## src/rtl/mva_pkg.sv

```systemverilog
// ----------------------------------------------------------------------------
// mva_pkg
// Types and constants shared by the max vertex angle block.
// ----------------------------------------------------------------------------
`default_nettype none
package mva_pkg;
	localparam int CoordW = 24;
	localparam int AngW = 24;
	localparam int DirW = 32;
	localparam int CordW = 60;

	typedef struct packed {
		logic signed [CoordW-1:0] coord_x;
		logic signed [CoordW-1:0] coord_y;
		logic is_last;
	} mva_in_t;

	typedef struct packed {
		logic [AngW-1:0] max_angle;
		logic points_dropped;
	} mva_out_t;

	typedef enum logic [3:0] {
		ST_LOAD, ST_RDI, ST_WAITI, ST_RDJ, ST_WAITJ, ST_CSTART, ST_CORD, ST_RDJ2,
		ST_RDK, ST_WAITK, ST_CMP, ST_OUT
	} mva_state_t;

	typedef struct packed {
		logic ld_i;
		logic ld_j;
		logic cord_start;
		logic dir_wr;
		logic ld_dj;
		logic cmp;
		logic clr_best;
	} mva_cmd_t;

	typedef struct packed {
		logic cord_done;
		logic dj_ok;
		logic dk_ok;
	} mva_sts_t;

	function automatic logic [DirW-1:0] atan_turns(input logic [4:0] s);
		logic [DirW-1:0] r;
		case (s)
			5'd0: r = 32'h20000000; 5'd1: r = 32'h12E4051E;
			5'd2: r = 32'h09FB385B; 5'd3: r = 32'h051111D4;
			5'd4: r = 32'h028B0D43; 5'd5: r = 32'h0145D7E1;
			5'd6: r = 32'h00A2F61E; 5'd7: r = 32'h00517C55;
			5'd8: r = 32'h0028BE53; 5'd9: r = 32'h00145F2F;
			5'd10: r = 32'h000A2F98; 5'd11: r = 32'h000517CC;
			5'd12: r = 32'h00028BE6; 5'd13: r = 32'h000145F3;
			5'd14: r = 32'h0000A2FA; 5'd15: r = 32'h0000517D;
			5'd16: r = 32'h000028BE; 5'd17: r = 32'h0000145F;
			5'd18: r = 32'h00000A30; 5'd19: r = 32'h00000518;
			5'd20: r = 32'h0000028C; 5'd21: r = 32'h00000146;
			5'd22: r = 32'h000000A3; 5'd23: r = 32'h00000051;
			5'd24: r = 32'h00000029; 5'd25: r = 32'h00000014;
			5'd26: r = 32'h0000000A; 5'd27: r = 32'h00000005;
			5'd28: r = 32'h00000003; 5'd29: r = 32'h00000001;
			5'd30: r = 32'h00000001; default: r = 32'h00000000;
		endcase
		return r;
	endfunction
endpackage
`default_nettype wire

```

## src/rtl/mva_ctrl.sv

```systemverilog
// ----------------------------------------------------------------------------
// mva_ctrl
// Sequencer for load, per-vertex direction pass and pair scan.
// ----------------------------------------------------------------------------
`default_nettype none
module mva_ctrl import mva_pkg::*; #(
	parameter int MaxPoints = 64
) (
	input  wire logic                         clk,
	input  wire logic                         arst_n,
	input  wire logic                         in_valid,
	input  wire mva_in_t                      in_data,
	output logic                              in_stall,
	output logic                              out_valid,
	input  wire logic                         out_stall,
	output logic                              dropped,
	output logic                              pt_we,
	output logic [$clog2(MaxPoints)-1:0]      pt_waddr,
	output logic [$clog2(MaxPoints)-1:0]      pt_raddr,
	output logic [$clog2(MaxPoints)-1:0]      dir_addr,
	output logic                              idx_eq,
	output mva_cmd_t                          cmd,
	input  wire mva_sts_t                     sts
);
	localparam int AW = $clog2(MaxPoints);
	localparam int CW = $clog2(MaxPoints + 1);

	mva_state_t st_q, st_d;
	logic [CW-1:0] cnt_q, cnt_d;
	logic [AW-1:0] i_q, j_q, k_q, i_d, j_d, k_d;
	logic ovf_q, ovf_d, ov_q, ov_d, cmpv_q, acc;
	logic last_i, last_j, last_k;

	assign acc = in_valid && !in_stall;
	assign last_i = (CW'(i_q) == cnt_q - CW'(1));
	assign last_j = (CW'(j_q) == cnt_q - CW'(1));
	assign last_k = (CW'(k_q) == cnt_q - CW'(1));
	assign pt_we = acc && cnt_q != CW'(MaxPoints);
	assign pt_waddr = cnt_q[AW-1:0];
	assign idx_eq = (i_q == j_q);
	assign out_valid = (st_q == ST_OUT);
	assign dropped = ov_q;

	always_ff @(posedge clk or negedge arst_n) begin
		if (!arst_n) begin
			st_q <= ST_LOAD;
			cnt_q <= '0;
			ovf_q <= 1'b0;
			ov_q <= 1'b0;
			i_q <= '0;
			j_q <= '0;
			k_q <= '0;
			cmpv_q <= 1'b0;
		end else begin
			st_q <= st_d;
			cnt_q <= cnt_d;
			ovf_q <= ovf_d;
			ov_q <= ov_d;
			i_q <= i_d;
			j_q <= j_d;
			k_q <= k_d;
			cmpv_q <= (st_q == ST_WAITK) && sts.dj_ok && sts.dk_ok && (k_q != j_q);
		end
	end

	always_comb begin
		st_d = st_q;
		cnt_d = cnt_q;
		ovf_d = ovf_q;
		ov_d = ov_q;
		i_d = i_q;
		j_d = j_q;
		k_d = k_q;
		in_stall = 1'b1;
		pt_raddr = i_q;
		dir_addr = j_q;
		cmd = '0;
		cmd.cmp = cmpv_q;
		unique case (st_q)
			ST_LOAD: begin
				in_stall = 1'b0;
				if (acc) begin
					if (cnt_q != CW'(MaxPoints)) cnt_d = cnt_q + CW'(1);
					else ovf_d = 1'b1;
					if (in_data.is_last) begin
						cmd.clr_best = 1'b1;
						ov_d = ovf_d;
						i_d = '0;
						if (cnt_d >= CW'(3)) st_d = ST_RDI;
						else st_d = ST_OUT;
					end
				end
			end
			ST_RDI: begin
				pt_raddr = i_q;
				st_d = ST_WAITI;
			end
			ST_WAITI: begin
				cmd.ld_i = 1'b1;
				j_d = '0;
				st_d = ST_RDJ;
			end
			ST_RDJ: begin
				pt_raddr = j_q;
				st_d = ST_WAITJ;
			end
			ST_WAITJ: begin
				cmd.ld_j = 1'b1;
				st_d = ST_CSTART;
			end
			ST_CSTART: begin
				cmd.cord_start = 1'b1;
				st_d = ST_CORD;
			end
			ST_CORD: begin
				st_d = ST_CORD;
				if (sts.cord_done) begin
					cmd.dir_wr = 1'b1;
					if (last_j) begin
						j_d = '0;
						st_d = ST_RDJ2;
					end else begin
						j_d = j_q + AW'(1);
						st_d = ST_RDJ;
					end
				end
			end
			ST_RDJ2: begin
				dir_addr = j_q;
				k_d = '0;
				st_d = ST_RDK;
			end
			ST_RDK: begin
				cmd.ld_dj = 1'b1;
				dir_addr = k_q;
				st_d = ST_WAITK;
			end
			ST_WAITK: begin
				dir_addr = k_q + AW'(1);
				if (!sts.dj_ok || last_k) begin
					if (last_j) begin
						st_d = ST_CMP;
					end else begin
						j_d = j_q + AW'(1);
						st_d = ST_RDJ2;
					end
				end else begin
					k_d = k_q + AW'(1);
					st_d = ST_WAITK;
				end
			end
			ST_CMP: begin
				if (!cmpv_q) begin
					if (last_i) begin
						st_d = ST_OUT;
					end else begin
						i_d = i_q + AW'(1);
						st_d = ST_RDI;
					end
				end
			end
			ST_OUT: begin
				if (!out_stall) begin
					cnt_d = '0;
					ovf_d = 1'b0;
					st_d = ST_LOAD;
				end
			end
			default: st_d = ST_LOAD;
		endcase
	end
endmodule
`default_nettype wire

```

## config.mk

```make
export PLATFORM = sky130hd
export DESIGN_NAME = mva_ctrl
export DESIGN_NICKNAME = d
export VERILOG_FILES = /design/src/rtl/mva_pkg.sv /design/src/rtl/mva_ctrl.sv
export SDC_FILE = /design/constraint.sdc
export NUM_CORES = 1
export LEC_CHECK = 0
export BUFFER_PORTS_ARGS = -buffer_cell sky130_fd_sc_hd__buf_4
export CAP_MARGIN = 20
export CORE_MARGIN = 3
export CORE_UTILIZATION = 50
export CTS_CLUSTER_SIZE = 28
export DETAILED_ROUTE_END_ITERATION = 7
export PLACE_DENSITY_LB_ADDON = 0.3
export SETUP_SLACK_MARGIN = 0.5
export SKIP_LAST_GASP = 1
export SLEW_MARGIN = 15
export SYNTH_ARGS = -nofsm -noshare
export SYNTH_HDL_FRONTEND = slang
export SYNTH_SLANG_ARGS = --single-unit
```

## constraint.sdc

```tcl
create_clock -name clk -period 4.69 [get_ports clk]
set_input_delay 0.2345 -clock clk [delete_from_list [all_inputs] [get_ports clk]]
set_output_delay 0.2345 -clock clk [all_outputs]
set_load 0.02 [all_outputs]
```

Word level (Yosys, flattened, before mapping)
Index checks and enable logic that the tools add are counted.

cells by class
  equality and inequality tests = 26
  reductions and logical operators = 18
  divide/modulo/power cells = 0
  add/subtract/negate cells = 5
  magnitude comparators = 1
  multiply operators = 0
  bitwise logic cells = 0
  multiplexer cells = 45
  shifts and indexed selects = 0

operators with widths
  cell                                                                count
  2-to-1 mux 6 bit                                                    10
  one-hot mux 4 bit (12 select lines)                                 1
  one-hot mux 6 bit (2 select lines)                                  3
  2-to-1 mux 7 bit                                                    5
  2-to-1 mux 4 bit                                                    8
  == test 6 x 7 -> 1 bit                                              3
  adder 6 x 1 -> 6 bit (second input constant)                        3
  one-hot mux 6 bit (3 select lines)                                  1
  == test 4 x 3 -> 1 bit (second input constant)                      4
  == test 4 bit (second input constant)                               4
  != test 2 bit (second input constant)                               8
  one-hot mux 7 bit (2 select lines)                                  1
  2-to-1 mux 1 bit                                                    13
  == test 4 x 2 -> 1 bit (second input constant)                      2
  AND reduction 4 bit                                                 2
  adder 7 x 1 -> 7 bit (second input constant)                        1
  greater-or-equal comparator 7 x 2 -> 1 bit (second input constant)  1
  != test 7 bit (second input constant)                               1
  subtractor 7 x 1 -> 7 bit (second input constant)                   1
  == test 6 bit                                                       1
  2-to-1 mux 3 bit                                                    2
  != test 6 bit                                                       1
  AND reduction 3 bit                                                 2
  nonzero test 2 bit                                                  3
  other kinds (10)                                                    14

storage, ports and cells
  RAM bits = 0
  memories kept = 0
  word-level logic and storage cells = 103
  register bits after elaboration = 32
  bits in read-only memories = 0
  bits in latches = 0
  output and inout bits = 30
  bits of input ports = 56

Longest topological paths before layout
  depth in word-level cells = 9
  gate-level depth with buffers = 12

Worst setup path after synthesis
Ideal clock, no wire load.

  kind = register -> register
  from = register cnt_q[0]
  to = register j_q[2]
  stages on the path, launching flop included = 12
  arrival time = 2,667 ps
  path slack = 1,894 ps
  period minus slack after synthesis = 2,796 ps
  cells stage by stage = dfrtp_1 > clkbuf_1 > inv_1 > ha_1 > nor3b_1 > xnor2_1 > nor4_1 > nand4b_1 > mux2_2 > o211ai_1 > xor2_1 > nor2_1

between the ends
  word-level cells in the longest chain between the ends = 5
  elaborated cells on any way between the ends = 10

RTL lines
  element                                                                           line                              text
  from (decl)                                                                       mva_ctrl.sv:29                    logic [CW-1:0] cnt_q, cnt_d;
  from (signal assigned)                                                            mva_ctrl.sv:56                    cnt_q <= cnt_d;
  subtractor 7 x 1 -> 7 bit *                                                       mva_ctrl.sv:36, mva_ctrl.sv:37
  == test 6 x 7 -> 1 bit (on tied branches)                                         mva_ctrl.sv:36, mva_ctrl.sv:37
  2-to-1 mux 6 bit / logical OR 1 bit (equally long branches)                       mva_ctrl.sv:119, mva_ctrl.sv:140
  2-to-1 mux 6 bit / != test 2 x 1 -> 1 bit (equally long branches)                 --
  one-hot mux 6 bit (3 select lines) / AND reduction 4 bit (equally long branches)  --
  to (signal assigned)                                                              mva_ctrl.sv:60                    j_q <= j_d;
  to (decl)                                                                         mva_ctrl.sv:30                    logic [AW-1:0] i_q, j_q, k_q, i_d, j_d, k_d;

Every way passes the cells marked *; elsewhere a longest branch is shown, timed or not. The select of a mux whose other input is x is not followed.
A chain may end at the register's enable or synchronous reset.

Final worst setup path
Ends and elaborated chain as after synthesis.

==> reports/summary.md <==
0 antenna diodes ended up in the layout. From bottom edge to top edge, the die measures 80.9 um. The logs give 0.00527 sq mm for the standard cell core area and 5 for the CTS buffer count.

The ratio of total power to cell area was 593 mW/mm^2. In this run the most critical hold path is launched from out_stall. The maximum fanout count along the critical path is 16, and the switching fraction of total power is 0.489. By count the netlist is led by dfrtp_1 (32), nor2_1 (32), nand2_1 (31), xnor2_1 (31), clkbuf_1 (25). The category of the worst setup path launch point was a flop. The internal cell power is 940 uW. The worst setup path is captured at a flop. The share of the clock period used by the worst path after layout came out at 0.693.

Including well taps, the total number of placed cells is 422. The final layout contains routed wiring with a total length of 6.77 mm. The layout cell share with drive strength beyond 1 is 0.180.

The run gives 1 as the quantity of hold-fixing buffers added after cts. Type of the worst setup path: reg -> reg. In this run the core area contains 26 standard-cell rows.

The distinct cell type count of the synthesized netlist is 48, and the maximum clock frequency is 0.308 GHz. The biggest area contributor in the post-synthesis netlist is dfrtp_1. Area of the die: 0.00654 sq mm.

At the worst endpoint, the arrival time is 3.41 ns. The area fraction of the dominant cell type after synthesis works out to 0.286. The tree is rooted in a clkbuf_8. The layout has 516 filler cells. The run gives 0 as the final routed DRC violation total.

The initial cell density of the core came out at 0.532. Mean area per synthesized cell: 7.99 sq um. For the worst setup path, the data required time is 4.86 ns.

The overall global routing resource usage was 0.215. The fraction of registers with async set/reset is 1.00. The number of max-slew violations in the final report came out at 0. The run finished with clean final reports. The tools report the via count of the first global-routing pass as 2227. During I/O placement, the number of pins put on the boundary was 86.

For the fraction of power consumed by sequential logic, the log shows 0.298. The number of stages on the worst hold path came out at 3. The run gives 0.123 as the fraction of power consumed by the clock network. VDD sags by at most 0.000303 V. The die width was 80.9 um; the setup slack of the most critical reg-to-reg path was 1.44 ns.

The number of cells produced by synthesis is 351. The smallest clock period supported by the final layout is computed as 3.25 ns. For this run, the leading register cell type out of synthesis is dfrtp_1. Compared with the post-synthesis result, the final layout area differs by 10.7%.

Global routing finished with a remaining overflow of 0. TritonCTS built the clock tree. Counting flops with a built-in enable in the synthesized netlist gives 0. The worst register-to-register path ends at j_q[2]. Post-CTS timing repair inserted 0 buffers for setup.

First-pass GRT wire length: 11.0 mm. For the worst slew margin relative to its limit, the log shows 0.350. The run gives 0 as the number of endpoints failing setup at the final stage. The post-DP HPWL was 4.83 mm; the net count after synthesis was 414.

Entering global routing, the biggest net connects 33 pins. In this run, post-CTS repair resized a total of 0 instances. Setup repair after global routing left no endpoint under its margin.

Buffers placed on the I/O ports in this run total 37. The run gives 154 as the starting DRC count in detailed routing. The path class of the tightest hold or removal check is in -> reg. Yosys attributes the largest share of cell area to dfrtp_1 (29%), xnor2_1 (9.7%), xor2_1 (4.7%), nor2_1 (4.3%), nand2_1 (4.1%). The run gives 0 as the final hold violation count. The cell area after technology mapping is 0.00280 sq mm, and the slew at the pin closest to its max-slew limit is 0.966 ns.

The worst clock skew is 0.00484 ns, and the sequential share of the synthesized area is 0.286. The final instance count without filler cells came out at 431. The clock slew seen by the registers of the worst setup and hold paths was 0.07 ns; the final RePlAce weighted congestion was 0.899. The net switching power is 899 uW, and the H-tree depth is 2.

The total of flip-flops plus latches after synthesis was 32; the leakage dissipation was 0.00140 uW. The final layout contains 423 nets. Adding up every negative setup slack in the final design gives 0 ns. The longest clock path from root to sink contains 2 buffers. The number of cells on the worst reg-to-reg path is 10. For the worst-skew pair, the clock arrives at the later sink with an insertion delay of 0.29 ns. After detailed routing, the average wire length per cell comes to 15.7 um. The startpoint identified for the worst register-to-register timing path is cnt_q[0]. The antenna violation net count after detailed routing is 0, and the count of warnings emitted by yosys is 0. The relative contribution of combinational cells to total power is 0.579, and the number of antenna violations at the first check in global routing is 0.

The path with the worst hold slack has its endpoint at st_q[0]. Across the run, the number of max-cap violations was 0. The tools report the overall via count from detail_route as 2502. The via density per instance was 5.81. The first detailed-routing pass ran for 4 iterations. The number of clock sinks was 32.
worst max path at each step:
stage / from / end / cells past startpoint
2_1_floorplan: cnt_q[0] / j_q[2] / 11
3_3_place_gp: cnt_q[0] / k_q[2] / 9
3_5_place_dp: cnt_q[0] / j_q[2] / 10
4_1_cts: cnt_q[0] / j_q[2] / 10
5_1_grt: cnt_q[0] / j_q[2] / 10
6_report: cnt_q[0] / j_q[2] / 10
final cells by class:
type / count / area (sq um) / area share
tap: 70 / 87.6 / 0.0282
clock inverter: 2 / 10.0 / 0.00322
sequential: 32 / 801 / 0.258
clock buffer: 6 / 82.6 / 0.0266
multi-input combinational: 269 / 1780 / 0.574
inverter: 14 / 52.6 / 0.0169
timing repair buffer: 38 / 288 / 0.0927
state kept, by name (all words and copies together) (netlist names):
| register | cells |
|---|---|
| st_q | 4 |
| cnt_q | 7 |
| cmpv_q | 1 |
| j_q | 6 |
| dropped | 1 |
| ovf_q | 1 |
| i_q | 6 |
| k_q | 6 |
per-stage QoR:
step / setup WS [ns] / hold slack [ns] / util / total power [uW] / area (sq um)
3_3_place_gp: 1.54 / 0.211 / 0.570 / 1590 / 3000
3_5_place_dp: 1.50 / 0.209 / 0.570 / 1610 / 3000
5_1_grt: 1.17 / 0.231 / 0.589 / 1990 / 3100
6_report: 1.44 / 0.204 / 0.589 / 1840 / 3100
4_1_cts: 1.47 / 0.198 / 0.589 / 1850 / 3100
2_1_floorplan: 1.89 / -0.0611 / - / 1340 / 2800
worst max-delay path: stages (launching register included):
cell and delay, ns:
dfrtp_1 0.61, inv_1 0.23, ha_1 0.30, nor3b_1 0.43, xnor2_1 0.13, nor4_1 0.30
nand4b_1 0.34, mux2_2 0.42, o211ai_1 0.13, xor2_1 0.17, nor2_1 0.06
routing by layer:
| layer | track usage | vias to the layer above | wire [um] |
|---|---|---|---|
| met3 | 0.0410 | 6 | 447 |
| met4 | 0.0591 | 0 | 98 |
| met5 | 0 | - | 0 |
| met2 | 0.361 | 88 | 3230 |
| li1 | - | 1222 | - |
| met1 | 0.282 | 1186 | 2990 |
cells by family (layout without fill, tap and decap cells):
kind of cell,Yosys count,count (layout),share of synthesized area
and+or+nand+nor,135,135,0.244
AOI/OAI and AO/OA,69,69,0.166
buffers and inverters,50,60,0.0785
xor gates and xnor gates,47,47,0.152
DFF,32,32,0.286
muxes,11,11,0.0428
adders and majority gates,7,7,0.0312
cell usage in the layout (no fill, tap or decap), drive strengths merged, types with 2 or more instances in the layout:
| cell type | Yosys | final |
|---|---|---|
| clkbuf | 25 | 6 |
| a211o | 2 | 2 |
| ha | 7 | 7 |
| mux2i | 3 | 3 |
| nor2b | 2 | 2 |
| nand4 | 7 | 7 |
| nor3 | 12 | 12 |
| o31ai | 3 | 3 |
| and3 | 7 | 7 |
| or3b | 3 | 3 |
| xnor2 | 31 | 31 |
| clkinv | 0 | 2 |
| nor4 | 7 | 7 |
| inv | 14 | 14 |
| dfrtp | 32 | 32 |
| o21ai | 21 | 21 |
| a21oi | 23 | 23 |
| mux2 | 8 | 8 |
| a31oi | 5 | 5 |
| nand2b | 8 | 8 |
| a22o | 2 | 2 |
| nor2 | 32 | 32 |
| a21o | 2 | 2 |
| xor2 | 15 | 15 |
| nand3 | 10 | 10 |
| or2 | 2 | 2 |
| nand2 | 31 | 31 |
| and2 | 3 | 3 |
| buf | 11 | 37 |
| o211ai | 5 | 5 |
| or3 | 7 | 7 |
power groups by stage:
stage,clock (uW),sequential [uW],combinational [uW]
finish,226,549,1060
floorplan,0,409,930
CTS,232,544,1070
global route,245,567,1170
detailed placement,0,549,1060
global placement,0,547,1040
Power figures use the tool's default switching activity.
